[src/glyph_run_span_renderer_core_defines.svh]
// Assertion macros shared by the glyph run span renderer RTL.
// Depends on nothing; included by the modules that carry assertions.
`ifndef GLYPH_RUN_SPAN_RENDERER_CORE_DEFINES_SVH
`define GLYPH_RUN_SPAN_RENDERER_CORE_DEFINES_SVH

// Same-cycle implication, disabled while reset is asserted.
`define GSR_ASSERT_NOW(label, ck, rn, ante, cons) \
    label: assert property (@(posedge ck) disable iff (!rn) (ante) |-> (cons)) \
        else $error("glyph renderer check failed");

// Next-cycle implication, disabled while reset is asserted.
`define GSR_ASSERT_NEXT(label, ck, rn, ante, cons) \
    label: assert property (@(posedge ck) disable iff (!rn) (ante) |=> (cons)) \
        else $error("glyph renderer check failed");

`endif

[src/gsr_pkg.sv]
// Package for the glyph run span renderer: font layout constants, codes,
// state types and the structs passed between the sequencer and its neighbors.
package gsr_pkg;

    localparam int FONT_BYTES    = 4096;
    localparam int FONT_AW       = 12;
    localparam int FIRST_CODE    = 32;
    localparam int GLYPH_COUNT   = 59;
    localparam int ENTRY_BYTES   = 6;
    localparam int RUNS_BASE     = 354;
    localparam int RUN_BYTES     = 3;

    localparam logic [7:0] MISSING_MARK  = 8'hff;
    localparam logic [7:0] FALLBACK_CODE = 8'h3f;
    localparam logic [7:0] LOWER_A       = 8'h61;
    localparam logic [7:0] LOWER_Z       = 8'h7a;
    localparam logic [7:0] CASE_OFFSET   = 8'h20;

    // Byte offsets inside a glyph entry.
    localparam int ENT_ADVANCE = 0;
    localparam int ENT_XOFF    = 1;
    localparam int ENT_YOFF    = 2;
    localparam int ENT_COUNT   = 3;
    localparam int ENT_IDX_LO  = 4;
    localparam int ENT_IDX_HI  = 5;

    // Byte offsets inside a run.
    localparam int RUN_DX  = 0;
    localparam int RUN_DY  = 1;
    localparam int RUN_LEN = 2;

    typedef enum logic [1:0] {
        OP_WRITE   = 2'd0,
        OP_MEASURE = 2'd1,
        OP_BEGIN   = 2'd2,
        OP_DRAW    = 2'd3
    } op_t;

    typedef enum logic [2:0] {
        ST_IDLE,
        ST_FETCH,
        ST_SETUP,
        ST_EMIT,
        ST_MEAS_OUT
    } state_t;

    typedef enum logic [1:0] {
        PH_MARK,
        PH_ENTRY,
        PH_RUN
    } phase_t;

    typedef struct packed {
        logic               en;
        logic               we;
        logic [FONT_AW-1:0] addr;
        logic [7:0]         wdata;
    } mem_req_t;

    typedef struct packed {
        logic [15:0] span_x;
        logic [15:0] span_y;
        logic [7:0]  span_length;
        logic [15:0] text_width;
        logic        is_last;
        logic        runs_truncated;
    } result_t;

    typedef struct packed {
        logic    valid;
        result_t data;
    } push_t;

    // Byte address of the glyph entry for an in-range code.
    function automatic logic [FONT_AW-1:0] entry_base(input logic [7:0] code);
        logic [7:0] idx;
        idx = code - 8'(FIRST_CODE);
        return FONT_AW'(int'(idx) * ENTRY_BYTES);
    endfunction

    localparam logic [FONT_AW-1:0] FALLBACK_BASE =
        FONT_AW'((int'(FALLBACK_CODE) - FIRST_CODE) * ENTRY_BYTES);

endpackage

[src/gsr_out_stage.sv]
// Result register between the sequencer and the output stream.
// Depends on gsr_pkg for the result and push structs.
module gsr_out_stage
(
    input  logic              clk,
    input  logic              rst_n,
    input  gsr_pkg::push_t    push,
    output logic              free,
    output logic              valid,
    input  logic              ready,
    output gsr_pkg::result_t  result
);

    logic             valid_reg;
    logic             valid_next;
    gsr_pkg::result_t data_reg;

    assign free = !valid_reg || ready;

    always_comb
    begin
        valid_next = valid_reg;
        if (push.valid)
        begin
            valid_next = 1'b1;
        end
        else if (ready)
        begin
            valid_next = 1'b0;
        end
    end

    always_ff @(posedge clk or negedge rst_n)
    begin
        if (!rst_n)
        begin
            valid_reg <= 1'b0;
        end
        else
        begin
            valid_reg <= valid_next;
        end
    end

    always_ff @(posedge clk)
    begin
        if (push.valid)
        begin
            data_reg <= push.data;
        end
    end

    assign valid  = valid_reg;
    assign result = data_reg;

endmodule

[config.mk]
export PLATFORM = sky130hd
export DESIGN_NAME = gsr_out_stage
export DESIGN_NICKNAME = d
export VERILOG_FILES = /design/src/glyph_run_span_renderer_core_defines.svh /design/src/gsr_pkg.sv /design/src/gsr_out_stage.sv
export SDC_FILE = /design/constraint.sdc
export NUM_CORES = 1
export LEC_CHECK = 0
export BUFFER_PORTS_ARGS = -buffer_cell sky130_fd_sc_hd__buf_2
export CORE_MARGIN = 1.5
export CORE_UTILIZATION = 43
export DETAILED_ROUTE_END_ITERATION = 10
export PLACE_DENSITY = 0.83
export SLEW_MARGIN = 20
export SYNTH_ARGS = -nofsm -noshare
export SYNTH_HDL_FRONTEND = slang
export SYNTH_SLANG_ARGS = --single-unit
[constraint.sdc]
create_clock -name clk -period 1.6 [get_ports clk]
set_input_delay 0.4 -clock clk [delete_from_list [all_inputs] [get_ports clk]]
set_output_delay 0.4 -clock clk [all_outputs]
set_load 0.03 [all_outputs]
# After elaboration in Yosys (flattened, before gate mapping)

Index checks and enable logic that the tools add are counted.

Logic and storage cells: 12
Input bits: 62
Output and inout bits: 60
Register bits: 59

Reductions and logical operators: 3
Multiplexer cells: 2

Operators by type and width:

| operator          | count |
|---|---|
| $mux 1            | 2 |
| $reduce_bool 2->1 | 1 |
| $logic_not 1->1   | 1 |
| $logic_or 1x1->1  | 1 |

# Logic depth before layout (Yosys ltp)

Gate-level depths: netlist of run 1.

Word-level depth: 2
Mapped depth: 2
Depth with buffers taken out: 2

# Worst setup path after synthesis of run 1

Ideal clock, no wire load.

Kind: reg2out
Start: register valid_reg, in the netlist valid
End: output free
Buffers on the path: 0
Stages on the path, launching flop included: 2
Data arrival time: 672 ps
Setup slack: 528 ps
Path through: dfrtp_1 > nand2b_4

Cells in the longest elaborated chain, start to end: 2

Ends and longest elaborated chain:

| element                  | line                | text |
|---|---|---|
| start: declaration       | gsr_out_stage.sv:14 | `logic valid_reg;` |
| start signal: assignment | gsr_out_stage.sv:41 | `valid_reg <= valid_next;` |
| $logic_not 1->1          | gsr_out_stage.sv:18 | `assign free = !valid_reg \|\| ready;` |
| $logic_or 1x1->1         | gsr_out_stage.sv:18 |  |
| end: declaration         | gsr_out_stage.sv:8  | `output logic free,` |

Every way passes these cells.

# Worst setup path in the final report of run 1

Same ends and word-level chain as after synthesis.

==> impl_metrics.ini, run 1 <==
[power]
p_comb_share_pct = 13.5
power_density_nw_per_um2 = 1330
cellLeakagePower_uw = 0.00116
power_frac_seq_pct = 52.6
vdd.ir_drop.worst_uv = 1020
switching_share_pct = 24.8
p_int_uw = 2660
clockPowerShare_pct = 33.9
p_sw_uw = 877
power_uw = 3540

[die]
die-area_um2 = 4560
rows = 23
die_y_um = 67.5
die_w_um = 67.5
coreArea_um2 = 4000
io_pins = 122
start_util_pct = 44.7

[min_path]
worst_hold_startpoint = push[10]
holdPathStages = 1
hold_path_class = in2reg
hold_end = result[10]

[timing]
worst_pin_slew_ps = 297
period_needed_ps = 1380
setup_viol = 0
rsz0062_at_grt = false
setup_tns_ps = 0
max_slew_margin_pct = 80.2
fmax_mhz = 723
drv_slew = 0
hold_viol = 0
period_share_pct = 86.4
fin_worst_skew_ps = 0

[critical_path]
crit_chain = nand2b_4 -> buf_2
reg2reg_depth = 2
crit_buf_inv = 1
path_class = reg2out
reg2reg_from = valid
cp-end-kind = output port
critPathMaxFanout = 2
ff2ff_setup_slack_ps = 960
cp_top_family = flip-flops
slowest_delay_ps = 400
cp.arrival_ps = 980
crit_path_start_kind = flip-flop
critical_path.slowest_cell = dfrtp_1
required_ps = 1200
reg2reg_to = valid

[global_routing]
grt_max_degree = 60
grt_usage_pct = 16.6
grt_pass1_wl_mm = 5.03
grt.overflow.total = 0
grt_pass1_vias = 1120
antenna_found_initial = 0

[clock_network]
numCtsBuffers = 9
cts-root-buf = clkbuf_8
clk_pin_slew_ps = 60
clock_latency_ps = 310
htree_levels = 3
clockBufferDepth = 2
cts_num_sinks = 59
cts_tree = built

[synthesis]
synth_warnings = 0
yosysSeqAreaShare_pct = 98.7
syn_area_um2 = 1790
synth-seq-cells = 59
avgSynthCellArea_um2 = 29.3
synth_cell_types = 4
syn_inst = 61
syn-num-nets = 123

[finish]
largest_reg_flops = 58
area_growth_syn_to_layout_pct = 48.7
layout.cells.non_filler = 249
antenna_cells = 0
nets = 257
ff_latch_area_um2 = 1770
drive_above_1_share_pct = 67.3
design_area_um2 = 2660
multi_input_area_um2 = 22.5
n_fill_cell = 290

[drt]
ant_nets = 0
first_iter_violations = 58
drcViolationCount = 0
vias_per_cell = 4.32
wl_per_cell_um = 14.7
postRouteWirelength_mm = 3.66
firstDrtPassIters = 4
vias = 1076

[run_status]
status = complete, no violations

[placement]
post-place-cells = 233
placedInstanceArea_um2 = 2480
port-buffer-count = 121
gp_congestion = 0.672

[run]
drv_cap = 0
==> metrics by stage <==
stage | setup WS, ps | hold slack (ps) | util (%)
2_1_floorplan | 528 | 104 | -
3_3_place_gp | 404 | 181 | 61.9
3_5_place_dp | 403 | 177 | 61.9
4_1_cts | 195 | 235 | 66.5
5_1_grt | 176 | 233 | 66.5
6_report | 217 | 253 | 66.5
==> synth_stat cells, drive strengths merged <==
cell type | n | area share, %
edfxtp | 58 | 97
nand2b | 2 | 1.3
dfrtp | 1 | 1.4
==> worst register-to-register path, stage by stage, from the launching register on <==
cell      delay, ps
dfrtp_1         400
nand2b_4         80
nand2b_2         50
==> layer usage <==
layer	up-vias	GRT usage, %	share of wire [%]
li1	511	-	-
met1	494	15.2	32
met2	69	27.7	55
met3	2	11.5	13
met4	0	7.65	0.33
met5	-	0	0
==> final cells by class <==
cell class | count | area share [%]
repair buffers | 123 | 23.9
clock inverters | 5 | 1.69
clock buffers | 10 | 4.80
flip-flops and latches | 59 | 66.4
multi-input cells | 2 | 0.847
well taps | 50 | 2.35
==> layout by cell type, fill, tap and decap left out <==
master | netlist | layout
buf_2 | 0 | 121
edfxtp_1 | 58 | 58
clkbuf_8 | 0 | 9
clkinv_1 | 0 | 4
nand2b_4 | 1 | 1
nand2b_2 | 1 | 1
bufinv_16 | 0 | 1
clkbuf_1 | 0 | 1
dlygate4sd3_1 | 0 | 1
buf_12 | 0 | 1
dfrtp_1 | 1 | 1
==> power groups by stage <==
stage | registers (uW) | logic, uW | clock network, uW
detailed placement | 1890 | 481 | 0
floorplan | 2150 | 8.58 | 0
finish | 1860 | 479 | 1200
global placement | 1890 | 474 | 0
global route | 1870 | 503 | 1300
CTS | 1860 | 484 | 1230
==> timing repair <==
item                      in CTS  in global routing
hold endpoints to repair       1                  0
gates resized for setup        0                  0
setup buffers                  0                  0
hold buffers                   1                  0
==> worst max path at each step <==
stage | startpoint | end | depth (start not counted)
final | valid | free | 2
after global routing | valid | free | 2
after CTS | valid | free | 2
after detailed placement | ready | free | 3
after global placement | ready | free | 3
after floorplan | valid | free | 1
==> cells by family after synthesis <==
logic type | count (synthesis) | synth area share (%)
and+or+nand+nor | 2 | 1.26
DFF | 59 | 98.7
Power figures use the tool's default switching activity.
==> inputs of run 2 (changes only) <==
--- a/config.mk
+++ b/config.mk
@@ -6,6 +6,7 @@
 export NUM_CORES = 1
 export LEC_CHECK = 0
 export BUFFER_PORTS_ARGS = -buffer_cell sky130_fd_sc_hd__buf_2
+export CORE_ASPECT_RATIO = 1.75
 export CORE_MARGIN = 1.5
 export CORE_UTILIZATION = 43
 export DETAILED_ROUTE_END_ITERATION = 10
==> run 2 against run 1 <==
Net effect: setup slack got worse by 1.8 ps; clock skew unchanged; clock-buffer cell count grew 1; combinational power about the same; critical path depth stayed put; critical endpoint unchanged; sequential share of layout area increased by 0.60 points.
==> impl_metrics.ini, run 2 (same netlist as run 1, synthesis figures left out) <==
[clock_network]
clock_latency_ps = 310
cts-root-buf = clkbuf_8
cts_resized = 0
post_cts_buffers = 0
htree_levels = 3
cts_num_sinks = 59
cts_tree = built
clockBufferDepth = 2
numCtsBuffers = 9
clk_pin_slew_ps = 60

[critical_path]
path_class = reg2out
required_ps = 1200
critPathMaxFanout = 2
reg2reg_from = valid
critical_path.slowest_cell = dfrtp_1
reg2reg_to = valid
cp.arrival_ps = 980
reg2reg_depth = 2
slowest_delay_ps = 400
crit_start = valid
crit_path_start_kind = flip-flop
crit_chain = nand2b_4 -> buf_2
ff2ff_setup_slack_ps = 950
crit_path_end = free
cp-end-kind = output port

[power]
power_density_nw_per_um2 = 1280
cellLeakagePower_uw = 0.00116
power_uw = 3370
vdd.ir_drop.worst_uv = 1030

[placement]
placedInstanceArea_um2 = 2470
port-buffer-count = 121
dpl.hpwl_mm = 2.55
gp_congestion = 0.662

[finish]
n_fill_cell = 316
fin_util_pct = 66.9
final_common_cell = buf_2
design_area_um2 = 2640
largest_reg_flops = 58
nets = 257
antenna_cells = 0
drive_above_1_share_pct = 67.0
most-common-layout-cells = buf_2, edfxtp_1, clkbuf_8, clkinv_1, clkbuf_1
area_growth_syn_to_layout_pct = 47.3

[global_routing]
antenna_found_initial = 0
grt.overflow.total = 0
grt_use_met3_pct = 6.08
grt.met2_usage_pct = 24.5
grt_usage_pct = 15.5
grt_pass1_wl_mm = 4.76
use_met1_pct = 15.9
globalRoute.busiestLayer = met2
grt_max_degree = 60
grt_pass1_vias = 1048

[timing]
rsz0062_at_grt = false
max_slew_margin_pct = 79.9
hold_viol = 0
setup_tns_ps = 0
whs_ps = 257
worst_pin_slew_ps = 301
fin_worst_skew_ps = 0
drv_slew = 0
period_share_pct = 86.6
period_needed_ps = 1380
setup_viol = 0
fmax_mhz = 722

[run]
drv_cap = 0

[die]
coreArea_um2 = 3940
io_pins = 122
rows = 30
die_y_um = 88.3
die_w_um = 51.8
die-area_um2 = 4570
start_util_pct = 45.4

[drt]
ant_nets = 0
postRouteWirelength_mm = 3.45
firstDrtPassIters = 4
vias_per_cell = 4.37
wl_per_cell_um = 13.9
drcViolationCount = 0
vias = 1083
first_iter_violations = 33

[min_path]
holdPathStages = 1
hold_path_class = in2reg

[run_status]
status = complete, no violations
[run 2: changes by cell type in the layout (fill, tap and decap cells not counted), sizes merged]
cell	delta
bufinv	-1
clkbuf	+1
clkinv	+1
[run 2: timing repair]
action	CTS	global route
hold endpoints to repair	1	0
setup endpoints to repair	0	0
hold buffers	1	0
[run 2: power breakdown]
part / leakage [uW] / internal, uW / total, uW / switching, uW
Clock: 0.0000773 / 538 / 1030 / 492
Sequential: 0.000578 / 1830 / 1860 / 26.2
Combinational: 0.000500 / 140 / 477 / 337
[run 2: area by class of cell]
type	count	area (um^2)	share of cell area, %
well taps	48	60.1	2.28
clock buffers	11	131	4.98
flip-flops and latches	59	1770	67.0
repair buffers	123	636	24.1
clock inverters	5	20.0	0.759
multi-input cells	2	22.5	0.854
[run 2: how the worst min path moves through the flow]
stage                  start         end  slack (ps)
finish              push[35]  result[35]         260
global route        push[45]  result[45]         240
CTS                 push[35]  result[35]         240
detailed placement     rst_n       valid         180
global placement       rst_n       valid         180
floorplan              rst_n       valid         100
[run 2: stage by stage]
stage | std cells | setup WS (ps)
2_1_floorplan | 61 | 528
3_3_place_gp | 231 | 404
4_1_cts | 248 | 188
6_report | 248 | 215
3_5_place_dp | 231 | 393
5_1_grt | 248 | 164
[run 2: per-layer routing]
metal	vias up	part of all wire (%)
met5	-	0
met4	0	3.7
met3	11	8.0
met2	66	56
met1	493	32
li1	513	-
[run 2: critical path, delay by kind of cell, from the launching register on]
kind,cells,cell delay (ps)
AND/OR/NAND/NOR,1,80
buffers and inverters,1,190
flip-flops,1,400
