`config.mk`:
```
export PLATFORM = sky130hd
export DESIGN_NAME = gsr_seq
export DESIGN_NICKNAME = d
export VERILOG_FILES = /design/src/gsr_pkg.sv /design/src/gsr_seq.sv
export VERILOG_INCLUDE_DIRS = /design/src /design/src/src
export SDC_FILE = /design/constraint.sdc
export NUM_CORES = 1
export LEC_CHECK = 0
export BUFFER_PORTS_ARGS = -buffer_cell sky130_fd_sc_hd__clkbuf_2
export CAP_MARGIN = 30
export CORE_MARGIN = 4
export CORE_UTILIZATION = 28
export CTS_BUF_LIST = sky130_fd_sc_hd__clkbuf_16
export DETAILED_ROUTE_END_ITERATION = 10
export PLACE_DENSITY = 0.45
export SLEW_MARGIN = 20
export SYNTH_ARGS = -nofsm -noshare
export SYNTH_HDL_FRONTEND = slang
export SYNTH_SLANG_ARGS = --single-unit
```
`constraint.sdc`:
```
create_clock -name clk -period 5.9 [get_ports clk]
set_input_delay 0.59 -clock clk [delete_from_list [all_inputs] [get_ports clk]]
set_output_delay 0.59 -clock clk [all_outputs]
set_load 0.03 [all_outputs]
```
`src/glyph_run_span_renderer_core_defines.svh`:
```
// Assertion macros shared by the glyph run span renderer RTL.
// Depends on nothing; included by the modules that carry assertions.
`ifndef GLYPH_RUN_SPAN_RENDERER_CORE_DEFINES_SVH
`define GLYPH_RUN_SPAN_RENDERER_CORE_DEFINES_SVH

// Same-cycle implication, disabled while reset is asserted.
`define GSR_ASSERT_NOW(label, ck, rn, ante, cons) \
    label: assert property (@(posedge ck) disable iff (!rn) (ante) |-> (cons)) \
        else $error("glyph renderer check failed");

// Next-cycle implication, disabled while reset is asserted.
`define GSR_ASSERT_NEXT(label, ck, rn, ante, cons) \
    label: assert property (@(posedge ck) disable iff (!rn) (ante) |=> (cons)) \
        else $error("glyph renderer check failed");

`endif

```
`src/gsr_pkg.sv`:
```
// Package for the glyph run span renderer: font layout constants, codes,
// state types and the structs passed between the sequencer and its neighbors.
package gsr_pkg;

    localparam int FONT_BYTES    = 4096;
    localparam int FONT_AW       = 12;
    localparam int FIRST_CODE    = 32;
    localparam int GLYPH_COUNT   = 59;
    localparam int ENTRY_BYTES   = 6;
    localparam int RUNS_BASE     = 354;
    localparam int RUN_BYTES     = 3;

    localparam logic [7:0] MISSING_MARK  = 8'hff;
    localparam logic [7:0] FALLBACK_CODE = 8'h3f;
    localparam logic [7:0] LOWER_A       = 8'h61;
    localparam logic [7:0] LOWER_Z       = 8'h7a;
    localparam logic [7:0] CASE_OFFSET   = 8'h20;

    // Byte offsets inside a glyph entry.
    localparam int ENT_ADVANCE = 0;
    localparam int ENT_XOFF    = 1;
    localparam int ENT_YOFF    = 2;
    localparam int ENT_COUNT   = 3;
    localparam int ENT_IDX_LO  = 4;
    localparam int ENT_IDX_HI  = 5;

    // Byte offsets inside a run.
    localparam int RUN_DX  = 0;
    localparam int RUN_DY  = 1;
    localparam int RUN_LEN = 2;

    typedef enum logic [1:0] {
        OP_WRITE   = 2'd0,
        OP_MEASURE = 2'd1,
        OP_BEGIN   = 2'd2,
        OP_DRAW    = 2'd3
    } op_t;

    typedef enum logic [2:0] {
        ST_IDLE,
        ST_FETCH,
        ST_SETUP,
        ST_EMIT,
        ST_MEAS_OUT
    } state_t;

    typedef enum logic [1:0] {
        PH_MARK,
        PH_ENTRY,
        PH_RUN
    } phase_t;

    typedef struct packed {
        logic               en;
        logic               we;
        logic [FONT_AW-1:0] addr;
        logic [7:0]         wdata;
    } mem_req_t;

    typedef struct packed {
        logic [15:0] span_x;
        logic [15:0] span_y;
        logic [7:0]  span_length;
        logic [15:0] text_width;
        logic        is_last;
        logic        runs_truncated;
    } result_t;

    typedef struct packed {
        logic    valid;
        result_t data;
    } push_t;

    // Byte address of the glyph entry for an in-range code.
    function automatic logic [FONT_AW-1:0] entry_base(input logic [7:0] code);
        logic [7:0] idx;
        idx = code - 8'(FIRST_CODE);
        return FONT_AW'(int'(idx) * ENTRY_BYTES);
    endfunction

    localparam logic [FONT_AW-1:0] FALLBACK_BASE =
        FONT_AW'((int'(FALLBACK_CODE) - FIRST_CODE) * ENTRY_BYTES);

endpackage

```
`src/gsr_seq.sv`:
```
// Sequencer: decodes transactions, reads glyph entries and runs from the font
// memory, keeps pen and width state. Depends on gsr_pkg and the macro header.
`include "glyph_run_span_renderer_core_defines.svh"

module gsr_seq
#(
    parameter int MAX_RUNS = 64
)
(
    input  logic               clk,
    input  logic               rst_n,
    input  logic               in_valid,
    output logic               in_ready,
    input  logic [1:0]         opcode,
    input  logic [11:0]        font_address,
    input  logic [7:0]         font_byte,
    input  logic [7:0]         char_code,
    input  logic [15:0]        start_x,
    input  logic [15:0]        baseline_y,
    input  logic               right_align,
    output gsr_pkg::mem_req_t  mem_req,
    input  logic [7:0]         rd_data,
    input  logic               out_free,
    output gsr_pkg::push_t     push
);

    localparam int CNT_W = $clog2(MAX_RUNS + 1);
    localparam int AW    = gsr_pkg::FONT_AW;

    gsr_pkg::state_t state_reg, state_next;
    gsr_pkg::phase_t phase_reg, phase_next;

    logic             is_draw_reg, is_draw_next;
    logic [AW-1:0]    entry_base_reg, entry_base_next;
    logic [AW-1:0]    fetch_base_reg, fetch_base_next;
    logic [2:0]       fetch_len_reg, fetch_len_next;
    logic [2:0]       fetch_cnt_reg, fetch_cnt_next;
    logic [7:0]       byte_buf_reg [gsr_pkg::ENTRY_BYTES];
    logic [7:0]       byte_buf_next [gsr_pkg::ENTRY_BYTES];
    logic [15:0]      pen_x_reg, pen_x_next;
    logic [15:0]      pen_y_reg, pen_y_next;
    logic [15:0]      width_reg, width_next;
    logic [15:0]      gx_reg, gx_next;
    logic [15:0]      gy_reg, gy_next;
    logic [AW-1:0]    run_addr_reg, run_addr_next;
    logic [CNT_W-1:0] remain_reg, remain_next;
    logic             trunc_reg, trunc_next;

    logic             accept;
    logic [7:0]       folded;
    logic             in_range;
    logic [AW-1:0]    glyph_base;
    logic             count_over;
    logic [CNT_W-1:0] count_clamp;
    logic [AW-1:0]    run_start;
    logic [16:0]      width_sum;
    logic [15:0]      width_sat;
    logic [2:0]       entry_len;
    logic             fetch_done;

    assign in_ready   = (state_reg == gsr_pkg::ST_IDLE);
    assign accept     = in_valid && in_ready;
    assign fetch_done = (fetch_cnt_reg == fetch_len_reg);
    // A measure only needs the advance byte of the entry.
    assign entry_len  = is_draw_reg ? 3'(gsr_pkg::ENTRY_BYTES) : 3'd1;

    // Lower case folds to upper case, then the code is checked against the table.
    always_comb
    begin
        folded = char_code;
        if (char_code >= gsr_pkg::LOWER_A && char_code <= gsr_pkg::LOWER_Z)
        begin
            folded = char_code - gsr_pkg::CASE_OFFSET;
        end
        in_range   = ({1'b0, folded} >= 9'(gsr_pkg::FIRST_CODE)) &&
                     ({1'b0, folded} < 9'(gsr_pkg::FIRST_CODE + gsr_pkg::GLYPH_COUNT));
        glyph_base = gsr_pkg::entry_base(folded);
    end

    always_comb
    begin
        count_over  = byte_buf_reg[gsr_pkg::ENT_COUNT] > 8'(MAX_RUNS);
        count_clamp = count_over ? CNT_W'(MAX_RUNS)
                                 : CNT_W'(byte_buf_reg[gsr_pkg::ENT_COUNT]);
        // Only the low address bits matter since reads wrap around the font.
        run_start   = AW'(gsr_pkg::RUNS_BASE)
                    + {byte_buf_reg[gsr_pkg::ENT_IDX_HI][AW-10:0],
                       byte_buf_reg[gsr_pkg::ENT_IDX_LO], 1'b0}
                    + {byte_buf_reg[gsr_pkg::ENT_IDX_HI][AW-9:0],
                       byte_buf_reg[gsr_pkg::ENT_IDX_LO]};
        width_sum   = {1'b0, width_reg} + {9'd0, byte_buf_reg[gsr_pkg::ENT_ADVANCE]};
        width_sat   = width_sum[16] ? 16'hffff : width_sum[15:0];
    end

    // Next state.
    always_comb
    begin
        state_next = state_reg;
        unique case (state_reg)
            gsr_pkg::ST_IDLE:
            begin
                if (accept && (opcode == gsr_pkg::OP_MEASURE || opcode == gsr_pkg::OP_DRAW))
                begin
                    state_next = gsr_pkg::ST_FETCH;
                end
            end
            gsr_pkg::ST_FETCH:
            begin
                if (fetch_done)
                begin
                    case (phase_reg)
                        gsr_pkg::PH_MARK:  state_next = gsr_pkg::ST_FETCH;
                        gsr_pkg::PH_ENTRY: state_next = gsr_pkg::ST_SETUP;
                        default:           state_next = gsr_pkg::ST_EMIT;
                    endcase
                end
            end
            gsr_pkg::ST_SETUP:
            begin
                if (!is_draw_reg)
                begin
                    state_next = gsr_pkg::ST_MEAS_OUT;
                end
                else if (count_clamp == '0)
                begin
                    state_next = gsr_pkg::ST_IDLE;
                end
                else
                begin
                    state_next = gsr_pkg::ST_FETCH;
                end
            end
            gsr_pkg::ST_EMIT:
            begin
                if (out_free)
                begin
                    state_next = (remain_reg == CNT_W'(1)) ? gsr_pkg::ST_IDLE
                                                           : gsr_pkg::ST_FETCH;
                end
            end
            gsr_pkg::ST_MEAS_OUT:
            begin
                if (out_free)
                begin
                    state_next = gsr_pkg::ST_IDLE;
                end
            end
            default:
            begin
                state_next = gsr_pkg::ST_IDLE;
            end
        endcase
    end

    // Datapath registers.
    always_comb
    begin
        phase_next      = phase_reg;
        is_draw_next    = is_draw_reg;
        entry_base_next = entry_base_reg;
        fetch_base_next = fetch_base_reg;
        fetch_len_next  = fetch_len_reg;
        fetch_cnt_next  = fetch_cnt_reg;
        byte_buf_next   = byte_buf_reg;
        pen_x_next      = pen_x_reg;
        pen_y_next      = pen_y_reg;
        width_next      = width_reg;
        gx_next         = gx_reg;
        gy_next         = gy_reg;
        run_addr_next   = run_addr_reg;
        remain_next     = remain_reg;
        trunc_next      = trunc_reg;

        case (state_reg)
            gsr_pkg::ST_IDLE:
            begin
                if (accept)
                begin
                    case (opcode)
                        gsr_pkg::OP_BEGIN:
                        begin
                            pen_x_next = right_align ? start_x - width_reg : start_x;
                            pen_y_next = baseline_y;
                            width_next = '0;
                        end
                        gsr_pkg::OP_MEASURE, gsr_pkg::OP_DRAW:
                        begin
                            is_draw_next   = (opcode == gsr_pkg::OP_DRAW);
                            fetch_cnt_next = '0;
                            if (in_range)
                            begin
                                // Check the missing mark before reading the entry.
                                entry_base_next = glyph_base;
                                fetch_base_next = glyph_base + AW'(gsr_pkg::ENT_COUNT);
                                fetch_len_next  = 3'd1;
                                phase_next      = gsr_pkg::PH_MARK;
                            end
                            else
                            begin
                                fetch_base_next = gsr_pkg::FALLBACK_BASE;
                                fetch_len_next  = (opcode == gsr_pkg::OP_DRAW)
                                                ? 3'(gsr_pkg::ENTRY_BYTES) : 3'd1;
                                phase_next      = gsr_pkg::PH_ENTRY;
                            end
                        end
                        default:
                        begin
                        end
                    endcase
                end
            end
            gsr_pkg::ST_FETCH:
            begin
                if (fetch_cnt_reg != '0)
                begin
                    byte_buf_next[fetch_cnt_reg - 3'd1] = rd_data;
                end
                if (!fetch_done)
                begin
                    fetch_cnt_next = fetch_cnt_reg + 3'd1;
                end
                else if (phase_reg == gsr_pkg::PH_MARK)
                begin
                    fetch_base_next = (rd_data == gsr_pkg::MISSING_MARK)
                                    ? gsr_pkg::FALLBACK_BASE : entry_base_reg;
                    fetch_len_next  = entry_len;
                    fetch_cnt_next  = '0;
                    phase_next      = gsr_pkg::PH_ENTRY;
                end
            end
            gsr_pkg::ST_SETUP:
            begin
                if (is_draw_reg)
                begin
                    gx_next = pen_x_reg + {{8{byte_buf_reg[gsr_pkg::ENT_XOFF][7]}},
                                           byte_buf_reg[gsr_pkg::ENT_XOFF]};
                    gy_next = pen_y_reg - {8'd0, byte_buf_reg[gsr_pkg::ENT_YOFF]};
                    pen_x_next      = pen_x_reg + {8'd0, byte_buf_reg[gsr_pkg::ENT_ADVANCE]};
                    remain_next     = count_clamp;
                    trunc_next      = count_over;
                    run_addr_next   = run_start;
                    fetch_base_next = run_start;
                    fetch_len_next  = 3'(gsr_pkg::RUN_BYTES);
                    fetch_cnt_next  = '0;
                    phase_next      = gsr_pkg::PH_RUN;
                end
            end
            gsr_pkg::ST_EMIT:
            begin
                if (out_free)
                begin
                    remain_next     = remain_reg - CNT_W'(1);
                    run_addr_next   = run_addr_reg + AW'(gsr_pkg::RUN_BYTES);
                    fetch_base_next = run_addr_reg + AW'(gsr_pkg::RUN_BYTES);
                    fetch_cnt_next  = '0;
                end
            end
            gsr_pkg::ST_MEAS_OUT:
            begin
                if (out_free)
                begin
                    width_next = width_sat;
                end
            end
            default:
            begin
            end
        endcase
    end

    // Outputs: memory request and result push.
    always_comb
    begin
        mem_req = '0;
        push    = '0;
        unique case (state_reg)
            gsr_pkg::ST_IDLE:
            begin
                if (accept && opcode == gsr_pkg::OP_WRITE)
                begin
                    mem_req.en    = 1'b1;
                    mem_req.we    = 1'b1;
                    mem_req.addr  = font_address;
                    mem_req.wdata = font_byte;
                end
            end
            gsr_pkg::ST_FETCH:
            begin
                if (!fetch_done)
                begin
                    mem_req.en   = 1'b1;
                    mem_req.addr = fetch_base_reg + AW'(fetch_cnt_reg);
                end
            end
            gsr_pkg::ST_EMIT:
            begin
                push.valid               = out_free;
                push.data.span_x         = gx_reg + {8'd0, byte_buf_reg[gsr_pkg::RUN_DX]};
                push.data.span_y         = gy_reg + {8'd0, byte_buf_reg[gsr_pkg::RUN_DY]};
                push.data.span_length    = byte_buf_reg[gsr_pkg::RUN_LEN];
                push.data.is_last        = (remain_reg == CNT_W'(1));
                push.data.runs_truncated = trunc_reg;
            end
            gsr_pkg::ST_MEAS_OUT:
            begin
                push.valid           = out_free;
                push.data.text_width = width_sat;
                push.data.is_last    = 1'b1;
            end
            default:
            begin
            end
        endcase
    end

    always_ff @(posedge clk or negedge rst_n)
    begin
        if (!rst_n)
        begin
            state_reg <= gsr_pkg::ST_IDLE;
            pen_x_reg <= '0;
            pen_y_reg <= '0;
            width_reg <= '0;
        end
        else
        begin
            state_reg <= state_next;
            pen_x_reg <= pen_x_next;
            pen_y_reg <= pen_y_next;
            width_reg <= width_next;
        end
    end

    always_ff @(posedge clk)
    begin
        phase_reg      <= phase_next;
        is_draw_reg    <= is_draw_next;
        entry_base_reg <= entry_base_next;
        fetch_base_reg <= fetch_base_next;
        fetch_len_reg  <= fetch_len_next;
        fetch_cnt_reg  <= fetch_cnt_next;
        byte_buf_reg   <= byte_buf_next;
        gx_reg         <= gx_next;
        gy_reg         <= gy_next;
        run_addr_reg   <= run_addr_next;
        remain_reg     <= remain_next;
        trunc_reg      <= trunc_next;
    end

    `GSR_ASSERT_NOW(a_fetch_bound, clk, rst_n, state_reg == gsr_pkg::ST_FETCH, fetch_cnt_reg <= fetch_len_reg)
    `GSR_ASSERT_NOW(a_emit_has_run, clk, rst_n, state_reg == gsr_pkg::ST_EMIT, remain_reg != '0)
    `GSR_ASSERT_NOW(a_push_when_free, clk, rst_n, push.valid, out_free)
    `GSR_ASSERT_NEXT(a_write_one_cycle, clk, rst_n, mem_req.we, state_reg == gsr_pkg::ST_IDLE)

endmodule

```
## Yosys cells after proc, flatten, opt, wreduce, memory -nomap -nowiden

Index checks and enable logic that the tools add are counted.

- Multiplexer cells: 71
- $lt $le $gt $ge: 7
- Equality and inequality tests: 21
- Div/mod/pow operators: 0
- Reductions and logical operators: 31
- $add $sub $neg: 17
- Bitwise gates (word level): 1
- Multiply operators: 1
- Shifts and indexed selects: 0

Operators by type and width:

| kind | count |
|---|---|
| 16-bit two-way mux | 9 |
| 12-bit two-way mux | 9 |
| 16-bit case mux with 2 select lines | 2 |
| 3-bit two-way mux | 18 |
| 16-bit by 8-bit adder with 16-bit output | 3 |
| 48-bit bitwise mux | 1 |
| 12-bit case mux with 2 select lines | 2 |
| 12-bit case mux with 4 select lines | 1 |
| 40-bit two-way mux | 1 |
| 8-bit demux with 3-bit select | 1 |
| 8-bit two-way mux | 3 |
| 22-bit two-way mux | 1 |
| 7-bit two-way mux | 3 |
| 16-bit by 8-bit adder with 17-bit output | 1 |
| 16-bit adder | 1 |
| 4-bit AND reduction | 4 |
| 16-bit subtractor | 1 |
| 16-bit by 8-bit subtractor with 16-bit output | 1 |
| 8-bit by 6-bit subtractor with 8-bit output (second input constant) | 2 |
| 3-bit case mux with 5 select lines | 1 |
| 7-bit case mux with 2 select lines | 1 |
| 11-bit by 2-bit adder with 12-bit output (second input constant) | 1 |
| 12-bit adder | 1 |
| 12-bit by 2-bit adder with 12-bit output (second input constant) | 1 |
| other kinds (45) | 80 |

- Bits in registers: 183
- Bits of input ports: 75
- Bits in latches: 0
- Memories: 0
- Bits in writable memories: 0
- Output and inout bits: 82
- ROM bits: 0
- Logic and storage cells: 170

## Depth between registers and ports, before layout

Gate-level depths: netlist of run 1.

- Depth in word-level cells: 10
- Mapped depth: 14
- Mapped depth without buffers: 14

## Least setup slack after synthesis of run 1

Ideal clock, no wire load.

- Path kind: input to register
- From: in char_code[1]
- To: reg fetch_base_reg[10], data pin
- Setup time: 261 ps
- Arrival time: 3580 ps
- Required time: 5639 ps
- Setup slack: 2060 ps
- Buffers on the path: 1
- Stages: 14
- Cells stage by stage: inv_1 > ha_1 > nor4bb_2 > a2111oi_4 > nand2b_1 > buf_6 > ha_1 > inv_1 > ha_1 > or2_2 > o311a_1 > o2111a_1 > xor2_1 > a221o_1

- Longest elaborated chain between the ends: 10
- Elaborated cells between the ends (all ways): 15
- Those cells by class: add/sub: 3; mul: 1; order compare: 4; mux: 5; reduce/logical: 2

RTL lines:

| item | RTL line | text |
|---|---|---|
| from (decl) | gsr_seq.sv:17 | `input logic [7:0] char_code,` |
| 8-bit by 7-bit greater-or-equal comparator with 1-bit output or 8-bit by 7-bit less-or-equal comparator with 1-bit output (tied branches) | gsr_seq.sv:71 | `if (char_code >= gsr_pkg::LOWER_A && char_code <= gsr_pkg::LOWER_Z)` |
| 1-bit logical AND | gsr_seq.sv:71 |  |
| 8-bit two-way mux (*) | gsr_seq.sv:71 |  |
| 8-bit by 6-bit subtractor with 8-bit output | gsr_pkg.sv:77 | `idx = code - 8'(FIRST_CODE);` |
| 8-bit by 2-bit multiplier with 10-bit output | gsr_pkg.sv:78 | `return FONT_AW'(int'(idx) * ENTRY_BYTES);` |
| 11-bit by 2-bit adder with 12-bit output | gsr_seq.sv:194 | `fetch_base_next = glyph_base + AW'(gsr_pkg::ENT_COUNT);` |
| 12-bit two-way mux (*) | gsr_seq.sv:190 | `if (in_range)` |
| 12-bit two-way mux (*) | gsr_seq.sv:179 | `case (opcode)` |
| 12-bit two-way mux (*) | gsr_seq.sv:177 | `if (accept)` |
| 12-bit case mux with 4 select lines (*) | gsr_seq.sv:174 | `case (state_reg)` |
| named net fetch_base_next[10] | gsr_seq.sv:35 | `logic [AW-1:0] fetch_base_reg, fetch_base_next;` |
| to (signal assigned) | gsr_seq.sv:339 | `fetch_base_reg <= fetch_base_next;` |
| to (decl) | gsr_seq.sv:35 |  |

The timed path passes the listed nets; every way through them passes the cells marked *. The select of a mux whose other input is x is not followed.
A chain may end at the register's enable or synchronous reset.

==> load_flow_metrics.sql, run 1 <==
INSERT INTO impl_metrics (metric_group, metric, value, unit) VALUES
('floorplanning', 'initial_core_util', '0.2837', ''),
('floorplanning', 'design.die.area', '49570', 'sq um'),
('setup_path', 'max_fo_critical_path', '6', ''),
('drt', 'drt_iter0_markers', '603', ''),
('clock_network', 'number_of_buffers_created_by_cts', '17', ''),
('setup_path', 'critical_path.max_stage_delay', '0.75', 'ns'),
('setup_path', 'crit_path_start', 'byte_buf_reg[41]$_DFFE_PP_', ''),
('clock_network', 'cts_sinks', '178', ''),
('synth', 'synth_nets', '1594', ''),
('power', 'reported_leakage_power', '6.359', 'nW'),
('global_route', 'grt_pass1_wl', '58970', 'microns'),
('final_layout', 'num_antenna_cells', '0', ''),
('drt', 'routed_via_density', '4.955', ''),
('place', 'place_ws', '1.580', 'ns'),
('setup_path', 'cpMaxStageDelayCell', 'sky130_fd_sc_hd__a211oi_1', ''),
('power', 'vdd.ir_drop.worst', '0.0001580', 'V'),
('setup_path', 'cp.required', '5.31', 'ns'),
('synth', 'synth_cells', '1395', ''),
('floorplanning', 'fp.dieW', '222.7', 'microns'),
('clock_network', 'hold_buffers', '0', ''),
('global_route', 'grt_antenna_before_repair', '0', ''),
('setup_path', 'path_common_cell', 'sky130_fd_sc_hd__o21ai_0', ''),
('final_layout', 'largest_reg_flops', '44', ''),
('clock_network', 'max-clock-path-buffers', '2', ''),
('drt', 'dr.pass1.iters', '5', ''),
('place', 'gp_congestion', '0.8322', ''),
('global_route', 'first_global_vias', '10380', ''),
('floorplanning', 'floorplan.io_pins', '157', ''),
('clock_network', 'clk_latency', '0.45', 'ns'),
('synth', 'postSynth.topFlopCell', 'sky130_fd_sc_hd__edfxtp_1', ''),
('timing', 'number_of_pins_exceeding_their_max_slew_limit_in_the_final_report', '0', ''),
('setup_path', 'worstReg2RegStart', 'state_reg[2]$_DFFE_PN0P_', ''),
('setup_path', 'critPathLaunchType', 'flip-flop', ''),
('synth', 'async_flop_share', '0.2865', ''),
('timing', 'max_slew.worst_pin.slew', '0.9149', 'ns'),
('setup_path', 'criticalPathCategory', 'flip-flop to primary output', ''),
('drt', 'wl_per_cell', '17.92', 'microns'),
('timing', 'postLayoutSetupSlackWorst', '1.600', 'ns'),
('drt', 'route.detailed.drc', '0', ''),
('floorplanning', 'placementRows', '78', ''),
('synth', 'post_synth_main_area_contributors', 'sky130_fd_sc_hd__edfxtp_1 (30%), sky130_fd_sc_hd__ha_1 (11%), sky130_fd_sc_hd__dfrtp_1 (9.9%)', ''),
('clock_network', 'quantity_of_gates_resized_following_cts', '0', ''),
('clock_network', 'clk_pin_slew_worst_paths', '0.07', 'ns'),
('final_layout', 'design.final.nets', '1740', ''),
('hold_path', 'hold_class', 'input pin to async pin', ''),
('power', 'power.density_cell_area', '479.3', 'nW/um^2'),
('timing', 'slew_headroom', '0.3743', ''),
('timing', 'report.final.hold_viol_count', '0', ''),
('synth', 'syn-cell-area', '12900', 'sq um'),
('synth', 'yosysTopAreaCellShare', '0.2956', ''),
('synth', 'synth_largest_area_cell', 'sky130_fd_sc_hd__edfxtp_1', ''),
('final_layout', 'area_delta_synth_final', '16.03', '%'),
('setup_path', 'worstPathCellList', 'inv_1, fa_1, nor2b_1, o21ai_0, a21boi_0, o21ai_0, a211oi_1, nand3_1, nand2_1, and3_1, clkbuf_2', ''),
('clock_network', 'post_cts.repair.setup_buffers', '0', ''),
('place', 'place.port_buffers', '156', ''),
('drt', 'route.vias.total', '10670', ''),
('synth', 'ys_warnings', '0', ''),
('timing', 'fin_worst_skew', '0.008373', 'ns'),
('synth', 'synth_edf_count', '127', ''),
('clock_network', 'tritoncts', 'done', ''),
('clock_network', 'clock_tree.root_cell', 'sky130_fd_sc_hd__clkbuf_16', ''),
('place', 'dpl_hpwl', '30210', 'microns'),
('run_status', 'status', 'finished, final reports clean', ''),
('timing', 'setup_viol', '0', ''),
('global_route', 'gr-total-overflow', '0', ''),
('global_route', 'pin_count_of_the_biggest_net_entering_global_routing', '52', ''),
('synth', 'register_bit_total_from_synthesis', '178', ''),
('timing', 'fmax', '0.2326', 'GHz'),
('timing', 'timing.setup.tns', '0', 'ns'),
('drt', 'detailed_route_wire_length', '38600', 'microns'),
('synth', 'portion_of_the_post_synthesis_area_used_by_sequential_elements', '0.3945', '');
path summary, 6_finish.rpt:
check,to,slack (ns),cells after the start
hold / removal,pen_y_reg[2]$_DFFE_PN0P_,0.28,2
max in group asynchronous,pen_x_reg[6]$_DFFE_PN0P_,5.06,2
setup / recovery,push[16],1.60,11
min in group clk,pen_y_reg[7]$_DFFE_PN0P_,0.33,3
setup reg to reg,state_reg[0]$_DFFE_PN0P_,2.24,8
hold reg to reg,pen_y_reg[7]$_DFFE_PN0P_,0.49,2
power by group:
group | internal (mW) | switching [mW] | total [mW] | leakage (nW)
registers | 1.84 | 0.287 | 2.13 | 1.79
logic | 1.46 | 2.48 | 3.94 | 4.29
clock network | 0.569 | 0.536 | 1.10 | 0.275
total | 3.87 | 3.30 | 7.18 | 6.36
routing by layer:
| layer | wire length (microns) | global-route usage |
|---|---|---|
| met5 | 0 | 0 |
| met4 | 503 | 0.03182 |
| met3 | 1804 | 0.03131 |
| met2 | 16340 | 0.2268 |
| met1 | 19950 | 0.2259 |
Yosys cell counts, types with 6 or more instances:
| cell type | n |
|---|---|
| sky130_fd_sc_hd__a211oi_1 | 17 |
| sky130_fd_sc_hd__a21boi_0 | 10 |
| sky130_fd_sc_hd__a21o_1 | 25 |
| sky130_fd_sc_hd__a21oi_1 | 91 |
| sky130_fd_sc_hd__a22o_1 | 6 |
| sky130_fd_sc_hd__a31oi_1 | 15 |
| sky130_fd_sc_hd__and2_1 | 16 |
| sky130_fd_sc_hd__and3_1 | 24 |
| sky130_fd_sc_hd__clkbuf_1 | 35 |
| sky130_fd_sc_hd__dfrtp_1 | 51 |
| sky130_fd_sc_hd__edfxtp_1 | 127 |
| sky130_fd_sc_hd__fa_1 | 10 |
| sky130_fd_sc_hd__ha_1 | 114 |
| sky130_fd_sc_hd__inv_1 | 99 |
| sky130_fd_sc_hd__mux2i_1 | 6 |
| sky130_fd_sc_hd__nand2_1 | 156 |
| sky130_fd_sc_hd__nand2b_1 | 11 |
| sky130_fd_sc_hd__nand3_1 | 20 |
| sky130_fd_sc_hd__nand4_1 | 14 |
| sky130_fd_sc_hd__nor2_1 | 138 |
| sky130_fd_sc_hd__nor2b_1 | 20 |
| sky130_fd_sc_hd__nor3_1 | 31 |
| sky130_fd_sc_hd__nor4_1 | 8 |
| sky130_fd_sc_hd__o211ai_1 | 6 |
| sky130_fd_sc_hd__o21a_1 | 12 |
| sky130_fd_sc_hd__o21ai_0 | 78 |
| sky130_fd_sc_hd__o21bai_1 | 10 |
| sky130_fd_sc_hd__o22ai_1 | 12 |
| sky130_fd_sc_hd__o32ai_1 | 7 |
| sky130_fd_sc_hd__or3_1 | 16 |
| sky130_fd_sc_hd__xnor2_1 | 69 |
| sky130_fd_sc_hd__xor2_1 | 41 |
metrics by stage:
step,hold WS (ns),area [sq um],instances
after global routing,0.3166,14970,2154
after global placement,0.4710,14370,2118
after detailed placement,0.4715,14400,2121
final,0.2835,14970,2154
after floorplan,0.2944,12900,1395
after CTS,0.3001,14950,2153
layout by cell type, fill, tap and decap left out, types with 6 or more instances in the layout:
cell type,count
sky130_fd_sc_hd__nand2_1,155
sky130_fd_sc_hd__xnor2_1,69
sky130_fd_sc_hd__edfxtp_1,127
sky130_fd_sc_hd__a21boi_0,10
sky130_fd_sc_hd__o211ai_1,6
sky130_fd_sc_hd__o22ai_1,12
sky130_fd_sc_hd__or3_1,16
sky130_fd_sc_hd__o21a_1,12
sky130_fd_sc_hd__nand4_1,14
sky130_fd_sc_hd__buf_4,13
sky130_fd_sc_hd__a21oi_1,91
sky130_fd_sc_hd__nor3_1,31
sky130_fd_sc_hd__clkbuf_16,18
sky130_fd_sc_hd__a21o_1,25
sky130_fd_sc_hd__nand2b_1,11
sky130_fd_sc_hd__nand3_1,20
sky130_fd_sc_hd__fa_1,10
sky130_fd_sc_hd__a31oi_1,15
sky130_fd_sc_hd__nor2b_1,20
sky130_fd_sc_hd__and3_1,24
sky130_fd_sc_hd__dfrtp_1,51
sky130_fd_sc_hd__nor2_1,137
sky130_fd_sc_hd__a22o_1,6
sky130_fd_sc_hd__xor2_1,41
sky130_fd_sc_hd__inv_1,100
sky130_fd_sc_hd__ha_1,114
sky130_fd_sc_hd__mux2i_1,6
sky130_fd_sc_hd__o32ai_1,7
sky130_fd_sc_hd__o21bai_1,10
sky130_fd_sc_hd__a211oi_1,16
sky130_fd_sc_hd__and2_1,16
sky130_fd_sc_hd__clkbuf_2,156
sky130_fd_sc_hd__o21ai_0,78
final cells by class:
cell class | instances | area (sq um)
Tap cell | 600 | 750.7
Clock buffer | 18 | 450.4
Fill cell | 4811 | 30510
Timing Repair Buffer | 171 | 898.4
Multi-Input combinational cell | 1073 | 7303
Inverter | 100 | 375.4
Clock inverter | 14 | 101.3
Sequential cell | 178 | 5090
logic make-up after synthesis:
kind of cell               after synthesis  synth area share
AOI/OAI and AO/OA                      352            0.1799
xor gates and xnor gates               111           0.07594
adders and majority gates              124            0.1261
buffers and inverters                  144           0.04296
DFF                                    178            0.3945
muxes                                   11          0.009019
and+or+nand+nor                        475            0.1716
critical path: cells and delay by family, from the launching register on:
family | cells | cell delay, ns
AO/OA/AOI/OAI | 4 | 1.37
AND/OR/NAND/NOR | 4 | 0.57
flip-flops | 1 | 0.49
adder cells (fa/ha/maj) | 1 | 0.49
buffers and inverters | 2 | 0.36
No activity file was read; power rests on OpenSTA's default activity.
==> inputs of run 2 (changes only) <==
==> constraint.sdc (replaced) <==
create_clock -name clk -period 4.4 [get_ports clk]
set_input_delay 0.44 -clock clk [delete_from_list [all_inputs] [get_ports clk]]
set_output_delay 0.44 -clock clk [all_outputs]
set_load 0.03 [all_outputs]
==> run 2 against run 1 <==
Clock skew up 0.00080 ns. Clock power up 34%. Routed wire length down 0.82%. Register-to-register slack worse by 1.1 ns. Critical endpoint is now push[56].
==> load_flow_metrics.sql, run 2 (synthesis gave the netlist of run 1 again) <==
INSERT INTO impl_metrics (metric_group, metric, value, unit) VALUES
('floorplanning', 'floorplan.die.height', '222.7', 'microns'),
('final_layout', 'largest_reg_flops', '44', ''),
('floorplanning', 'design.die.area', '49570', 'sq um'),
('timing', 'slew_headroom', '0.3876', ''),
('global_route', 'gr-total-overflow', '0', ''),
('timing', 'fin_worst_skew', '0.009176', 'ns'),
('clock_network', 'clock_tree.root_cell', 'sky130_fd_sc_hd__clkbuf_16', ''),
('setup_path', 'critPathLaunchType', 'flip-flop', ''),
('final_layout', 'area_delta_synth_final', '16.31', '%'),
('place', 'place.port_buffers', '156', ''),
('power', 'reported_leakage_power', '6.391', 'nW'),
('setup_path', 'max_fo_critical_path', '7', ''),
('drt', 'drtAntennaViolNets', '0', ''),
('global_route', 'grt_antenna_before_repair', '0', ''),
('final_layout', 'design.final.nets', '1747', ''),
('setup_path', 'path_common_cell', 'sky130_fd_sc_hd__a21oi_1', ''),
('setup_path', 'critical_path.max_stage_delay', '0.46', 'ns'),
('drt', 'wl_per_cell', '17.72', 'microns'),
('clock_network', 'clk_pin_slew_worst_paths', '0.07', 'ns'),
('floorplanning', 'floorplan.io_pins', '157', ''),
('timing', 'setup_viol', '0', ''),
('timing', 'postLayoutSetupSlackWorst', '0.3323', 'ns'),
('final_layout', 'drive_above_1_share', '0.1480', ''),
('final_layout', 'final_common_cell', 'sky130_fd_sc_hd__clkbuf_2', ''),
('run_status', 'status', 'finished, final reports clean', ''),
('clock_network', 'max-clock-path-buffers', '2', ''),
('timing', 'timing.setup.tns', '0', 'ns'),
('floorplanning', 'initial_core_util', '0.2837', ''),
('power', 'overall_power_consumption', '9.571', 'mW'),
('drt', 'detailed_route_wire_length', '38290', 'microns'),
('floorplanning', 'fp.dieW', '222.7', 'microns'),
('global_route', 'pin_count_of_the_biggest_net_entering_global_routing', '40', ''),
('setup_path', 'critPathCaptureType', 'primary output', ''),
('timing', 'fin_crit', '4.068', 'ns'),
('setup_path', 'cpMaxStageDelayCell', 'sky130_fd_sc_hd__edfxtp_1', ''),
('setup_path', 'crit_buf_inv', '1', ''),
('timing', 'report.final.hold_viol_count', '0', ''),
('final_layout', 'filler_cell_count_in_the_final_layout', '4796', ''),
('clock_network', 'cts_sinks', '178', ''),
('place', 'dpl_hpwl', '29900', 'microns'),
('power', 'vdd.ir_drop.worst', '0.0002434', 'V'),
('timing', 'fmax', '0.2458', 'GHz'),
('setup_path', 'worst_path_arrival', '3.63', 'ns'),
('setup_path', 'criticalPathCategory', 'flip-flop to primary output', ''),
('drt', 'routed_via_density', '4.898', ''),
('final_layout', 'post_layout_instance_count_excluding_filler_cells', '2161', ''),
('floorplanning', 'placementRows', '78', ''),
('clock_network', 'number_of_buffers_created_by_cts', '17', ''),
('place', 'gp_congestion', '0.8401', ''),
('job', 'maxCapViolations', '0', ''),
('floorplanning', 'core-area', '45480', 'sq um'),
('drt', 'drt_iter0_markers', '591', ''),
('global_route', 'grt_pass1_wl', '58990', 'microns'),
('global_route', 'track_usage', '0.1514', ''),
('drt', 'dr.pass1.iters', '5', ''),
('final_layout', 'num_antenna_cells', '0', ''),
('timing', 'minimum_hold_slack', '0.1719', 'ns'),
('timing', 'number_of_pins_exceeding_their_max_slew_limit_in_the_final_report', '0', ''),
('global_route', 'first_global_vias', '10130', ''),
('power', 'power.density_cell_area', '637.8', 'nW/um^2'),
('hold_path', 'hold_class', 'input pin to flip-flop', ''),
('setup_path', 'cp.required', '3.96', 'ns'),
('clock_network', 'tritoncts', 'done', ''),
('setup_path', 'worst_path_dominant_cell_family', 'compound AO/OA/AOI/OAI gates', ''),
('timing', 'period_share', '0.9245', ''),
('drt', 'route.detailed.drc', '0', ''),
('place', 'place_ws', '0.2491', 'ns'),
('final_layout', 'layout_common_cells', 'sky130_fd_sc_hd__clkbuf_2 (156), sky130_fd_sc_hd__nand2_1 (155), sky130_fd_sc_hd__nor2_1 (137), sky130_fd_sc_hd__edfxtp_1 (127), sky130_fd_sc_hd__ha_1 (114)', ''),
('clock_network', 'clk_latency', '0.45', 'ns'),
('timing', 'grt_setup_unrepaired', 'no', ''),
('timing', 'max_slew.worst_pin.slew', '0.9153', 'ns'),
('clock_network', 'cts_max_level', '4', ''),
('setup_path', 'worstPathCellList', 'ha_1, fa_1, a21o_1, a21oi_1, o21bai_1, a21oi_1, o21bai_1, a21oi_1, o21ai_0, a21oi_1, clkbuf_2', ''),
('place', 'post_placement_cell_count', '2127', ''),
('drt', 'route.vias.total', '10580', '');
## run 2: final timing paths
check | startpoint | end | slack [ns] | cells after the start
worst max-delay path | byte_buf_reg[40]$_DFFE_PP_ | push[56] | 0.33 | 11
worst min-delay path | baseline_y[8] | pen_y_reg[8]$_DFFE_PN0P_ | 0.17 | 3
min in group asynchronous | rst_n | pen_y_reg[5]$_DFFE_PN0P_ | 0.46 | 2
max in group asynchronous | rst_n | width_reg[14]$_DFFE_PN0P_ | 2.93 | 3
worst max register to register | byte_buf_reg[10]$_DFFE_PP_ | fetch_base_reg[11]$_DFFE_PP_ | 1.16 | 10
worst min register to register | pen_y_reg[7]$_DFFE_PN0P_ | pen_y_reg[7]$_DFFE_PN0P_ | 0.49 | 2
## run 2: metal layers
layer  track usage  up-vias  wire (microns)
li1              -     5335               -
met1        0.2289     5018           19870
met2        0.2276      213           16310
met3       0.02907       18            1798
met4       0.02565        0             308
met5             0        -               0
## run 2: worst register-to-register path: stages, from the launching register on
cell and delay, ns:
sky130_fd_sc_hd__edfxtp_1 0.41, sky130_fd_sc_hd__ha_1 0.33, sky130_fd_sc_hd__ha_1 0.29, sky130_fd_sc_hd__a21o_1 0.17
sky130_fd_sc_hd__a21oi_1 0.22, sky130_fd_sc_hd__nor2b_1 0.07, sky130_fd_sc_hd__o21a_1 0.19, sky130_fd_sc_hd__o41ai_1 0.46
sky130_fd_sc_hd__o21ai_0 0.21, sky130_fd_sc_hd__xnor2_1 0.41, sky130_fd_sc_hd__o221ai_1 0.20
## run 2: stage by stage
stage / util / cell area, sq um
3_5_place_dp: 0.3175 / 14440
4_1_cts: 0.3296 / 14990
6_report: 0.3299 / 15010
5_1_grt: 0.3299 / 15010
2_1_floorplan: - / 12900
3_3_place_gp: 0.3173 / 14430
## run 2: final cells by class
type,instances,area (sq um),share of cell area
Clock buffer,17,425.4,0.02835
Clock inverter,15,117.6,0.007838
Inverter,100,375.4,0.02501
Multi-Input combinational cell,1073,7293,0.4860
Sequential cell,178,5090,0.3392
Tap cell,600,750.7,0.05003
Timing Repair Buffer,178,953.4,0.06354
## run 2: repair_timing
item,CTS,global route
buffers inserted,0,0
gates resized for setup,0,1
endpoints found under the hold margin,14,0
hold buffers,1,0
setup endpoints to repair,0,4
## run 2: report_power, final
part / switching (mW) / internal, mW / total, mW / leakage, nW
sequential: 0.399 / 2.47 / 2.87 / 1.79
combinational: 3.28 / 1.95 / 5.23 / 4.32
clock: 0.694 / 0.774 / 1.47 / 0.273
total: 4.37 / 5.20 / 9.57 / 6.39
==> inputs of run 3 (changes only) <==
--- a/config.mk
+++ b/config.mk
@@ -6,13 +6,16 @@
 export SDC_FILE = /design/constraint.sdc
 export NUM_CORES = 1
 export LEC_CHECK = 0
-export BUFFER_PORTS_ARGS = -buffer_cell sky130_fd_sc_hd__clkbuf_2
+export BUFFER_PORTS_ARGS = -buffer_cell sky130_fd_sc_hd__buf_2
 export CAP_MARGIN = 30
+export CELL_PAD_IN_SITES_DETAIL_PLACEMENT = 0
+export CELL_PAD_IN_SITES_GLOBAL_PLACEMENT = 1
 export CORE_MARGIN = 4
 export CORE_UTILIZATION = 28
 export CTS_BUF_LIST = sky130_fd_sc_hd__clkbuf_16
 export DETAILED_ROUTE_END_ITERATION = 10
-export PLACE_DENSITY = 0.45
+export PLACE_DENSITY = 0.55
+export SKIP_LAST_GASP = 1
 export SLEW_MARGIN = 20
 export SYNTH_ARGS = -nofsm -noshare
 export SYNTH_HDL_FRONTEND = slang
==> run 3 against run 2 <==
Register-to-register slack better by 0.09 ns. Cell area up 0.62%. Combinational power about the same. Sequential cell count unchanged. Critical endpoint unchanged. Clock skew up 0.0060 ns. Non-clock buffer count up 2.
==> load_flow_metrics.sql, run 3 (synthesis gave the netlist of run 1 again) <==
INSERT INTO impl_metrics (metric_group, metric, value, unit) VALUES
('clock_network', 'max-clock-path-buffers', '2', ''),
('setup_path', 'crit_buf_inv', '1', ''),
('drt', 'route.vias.total', '10690', ''),
('hold_path', 'holdCritStartpoint', 'baseline_y[7]', ''),
('timing', 'postLayoutSetupSlackWorst', '0.4010', 'ns'),
('run_status', 'status', 'finished, final reports clean', ''),
('global_route', 'gr-total-overflow', '0', ''),
('power', 'power.density_cell_area', '647.9', 'nW/um^2'),
('clock_network', 'clk_pin_slew_worst_paths', '0.08', 'ns'),
('drt', 'route.detailed.drc', '0', ''),
('timing', 'number_of_pins_exceeding_their_max_slew_limit_in_the_final_report', '0', ''),
('setup_path', 'critical_path_cell_count', '11', ''),
('global_route', 'grt_pass1_wl', '60390', 'microns'),
('power', 'share_clk_of_total_power', '0.169', ''),
('place', 'post_placement_cell_count', '2130', ''),
('timing', 'grt_setup_unrepaired', 'no', ''),
('place', 'gp_congestion', '0.8281', ''),
('job', 'maxCapViolations', '0', ''),
('hold_path', 'hold_class', 'input pin to flip-flop', ''),
('power', 'p_int', '5.240', 'mW'),
('hold_path', 'hold_depth', '3', ''),
('power', 'pwr-share-comb', '0.537', ''),
('final_layout', 'largest_reg_flops', '44', ''),
('clock_network', 'cts_max_level', '4', ''),
('timing', 'fin_crit', '3.999', 'ns'),
('floorplanning', 'fp.dieW', '222.7', 'microns'),
('setup_path', 'reg2reg_slack', '1.25', 'ns'),
('global_route', 'grt_antenna_before_repair', '1', ''),
('floorplanning', 'core-area', '45480', 'sq um'),
('setup_path', 'critPathLaunchType', 'flip-flop', ''),
('timing', 'max_slew.worst_pin.slew', '0.8632', 'ns'),
('hold_path', 'endpoint_of_the_worst_hold_path', 'pen_y_reg[7]$_DFFE_PN0P_', ''),
('setup_path', 'critical_path.max_stage_delay', '0.45', 'ns'),
('final_layout', 'drive_above_1_share', '0.1516', ''),
('global_route', 'first_global_vias', '10390', ''),
('final_layout', 'area_delta_synth_final', '17.03', '%'),
('drt', 'dr.pass1.iters', '7', ''),
('final_layout', 'design.final.nets', '1749', ''),
('drt', 'drt_iter0_markers', '677', ''),
('floorplanning', 'placementRows', '78', ''),
('global_route', 'track_usage', '0.1550', ''),
('final_layout', 'final_common_cell', 'sky130_fd_sc_hd__buf_2', ''),
('clock_network', 'cts_sinks', '178', ''),
('clock_network', 'number_of_buffers_created_by_cts', '17', ''),
('setup_path', 'cpMaxStageDelayCell', 'sky130_fd_sc_hd__edfxtp_1', ''),
('timing', 'setup_viol', '0', ''),
('drt', 'drtAntennaViolNets', '0', ''),
('floorplanning', 'floorplan.die.height', '222.7', 'microns'),
('drt', 'routed_via_density', '4.941', ''),
('final_layout', 'layout_common_cells', 'sky130_fd_sc_hd__buf_2 (156), sky130_fd_sc_hd__nand2_1 (155), sky130_fd_sc_hd__nor2_1 (137), sky130_fd_sc_hd__edfxtp_1 (127), sky130_fd_sc_hd__ha_1 (114)', ''),
('timing', 'period_share', '0.9089', ''),
('timing', 'fmax', '0.2501', 'GHz'),
('clock_network', 'post_cts.repair.setup_buffers', '0', ''),
('clock_network', 'clock_tree.root_cell', 'sky130_fd_sc_hd__clkbuf_16', ''),
('setup_path', 'cp.required', '3.96', 'ns'),
('timing', 'timing.setup.tns', '0', 'ns'),
('setup_path', 'worstPathCellList', 'ha_1, fa_1, a21o_1, a21oi_1, o21bai_1, a21oi_1, o21bai_1, a21oi_1, o21ai_0, a21oi_1, buf_2', ''),
('drt', 'detailed_route_wire_length', '39110', 'microns'),
('setup_path', 'worst_path_dominant_cell_family', 'compound AO/OA/AOI/OAI gates', ''),
('power', 'netSwitchingPower', '4.542', 'mW'),
('timing', 'slew_headroom', '0.4232', ''),
('setup_path', 'max_fo_critical_path', '7', ''),
('clock_network', 'tritoncts', 'done', ''),
('floorplanning', 'initial_core_util', '0.2837', ''),
('final_layout', 'post_layout_instance_count_excluding_filler_cells', '2164', ''),
('power', 'reported_leakage_power', '6.480', 'nW'),
('clock_network', 'clk_latency', '0.46', 'ns'),
('setup_path', 'worstReg2RegStart', 'byte_buf_reg[10]$_DFFE_PP_', ''),
('power', 'p_seq_frac', '0.295', ''),
('place', 'dpl_hpwl', '30770', 'microns'),
('floorplanning', 'floorplan.io_pins', '157', ''),
('floorplanning', 'design.die.area', '49570', 'sq um'),
('setup_path', 'critPathCaptureType', 'primary output', ''),
('setup_path', 'crit-reg2reg-capture', 'fetch_base_reg[11]$_DFFE_PP_', ''),
('timing', 'fin_worst_skew', '0.01518', 'ns'),
('place', 'place.port_buffers', '156', ''),
('place', 'place_ws', '0.2190', 'ns'),
('setup_path', 'worst_r2r_path_depth', '10', ''),
('setup_path', 'criticalPathCategory', 'flip-flop to primary output', ''),
('power', 'switching_share', '0.4643', ''),
('setup_path', 'worst_path_arrival', '3.56', 'ns'),
('setup_path', 'path_common_cell', 'sky130_fd_sc_hd__a21oi_1', ''),
('drt', 'wl_per_cell', '18.07', 'microns'),
('global_route', 'pin_count_of_the_biggest_net_entering_global_routing', '36', ''),
('power', 'vdd.ir_drop.worst', '0.0002528', 'V'),
('timing', 'report.final.hold_viol_count', '0', '');
run 3: cell types whose count changed in the layout (fill, tap and decap cells not counted), sizes merged:
cell	change
clkinvlp	-2
buf	+158
inv	+3
diode	+1
clkbuf	-156
bufinv	-1
run 3: final cells by class:
class | instances | area, sq um
Clock inverter | 15 | 211.5
Multi-Input combinational cell | 1073 | 7279
Timing Repair Buffer | 180 | 963.4
Fill cell | 4851 | 30380
Tap cell | 600 | 750.7
Clock buffer | 17 | 425.4
Antenna cell | 1 | 2.502
Sequential cell | 178 | 5090
Inverter | 100 | 375.4
run 3: how the worst max path moves through the flow:
stage                               startpoint                            to  slack [ns]
finish              byte_buf_reg[40]$_DFFE_PP_                      push[56]        0.40
global placement                  char_code[2]  fetch_base_reg[10]$_DFFE_PP_        0.34
global route        byte_buf_reg[40]$_DFFE_PP_                       push[9]        0.05
detailed placement                char_code[1]  fetch_base_reg[10]$_DFFE_PP_        0.22
floorplan                         char_code[1]  fetch_base_reg[10]$_DFFE_PP_        0.71
CTS                 byte_buf_reg[41]$_DFFE_PP_                      push[17]        0.39
run 3: tightest hold or removal path, delay by kind of cell:
family        cells  cell delay, ns
buf+inv           1            0.07
simple gates      2            0.08
run 3: metrics by stage:
step	instance area [sq um]	hold slack [ns]	power, mW	utilization
4_1_cts	15090	0.1415	9.885	0.3318
5_1_grt	15100	0.1459	10.61	0.3320
2_1_floorplan	12900	0.1444	6.617	-
3_5_place_dp	14440	0.4239	8.179	0.3176
3_3_place_gp	14440	0.4180	8.157	0.3174
6_report	15100	0.1703	9.782	0.3320
run 3: per-layer routing:
layer / track usage / vias up / routed length, microns
li1: - / 5336 / -
met1: 0.2287 / 5101 / 20010
met2: 0.2385 / 233 / 16910
met3: 0.03052 / 23 / 1813
met4: 0.02744 / 0 / 374
met5: 0 / - / 0
run 3: power by group through the flow:
stage	Combinational (mW)	Clock (mW)	Sequential [mW]
2_1_floorplan	3.89	0	2.73
3_3_place_gp	5.24	0	2.92
3_5_place_dp	5.26	0	2.92
4_1_cts	5.30	1.70	2.89
5_1_grt	5.91	1.76	2.94
6_report	5.25	1.65	2.89
run 3: timing repair:
action / 4_1_cts / 5_1_grt
endpoints found under the setup margin: 0 / 3
resized for setup: 0 / 1
hold buffers: 1 / 0
hold endpoints to repair: 16 / 0
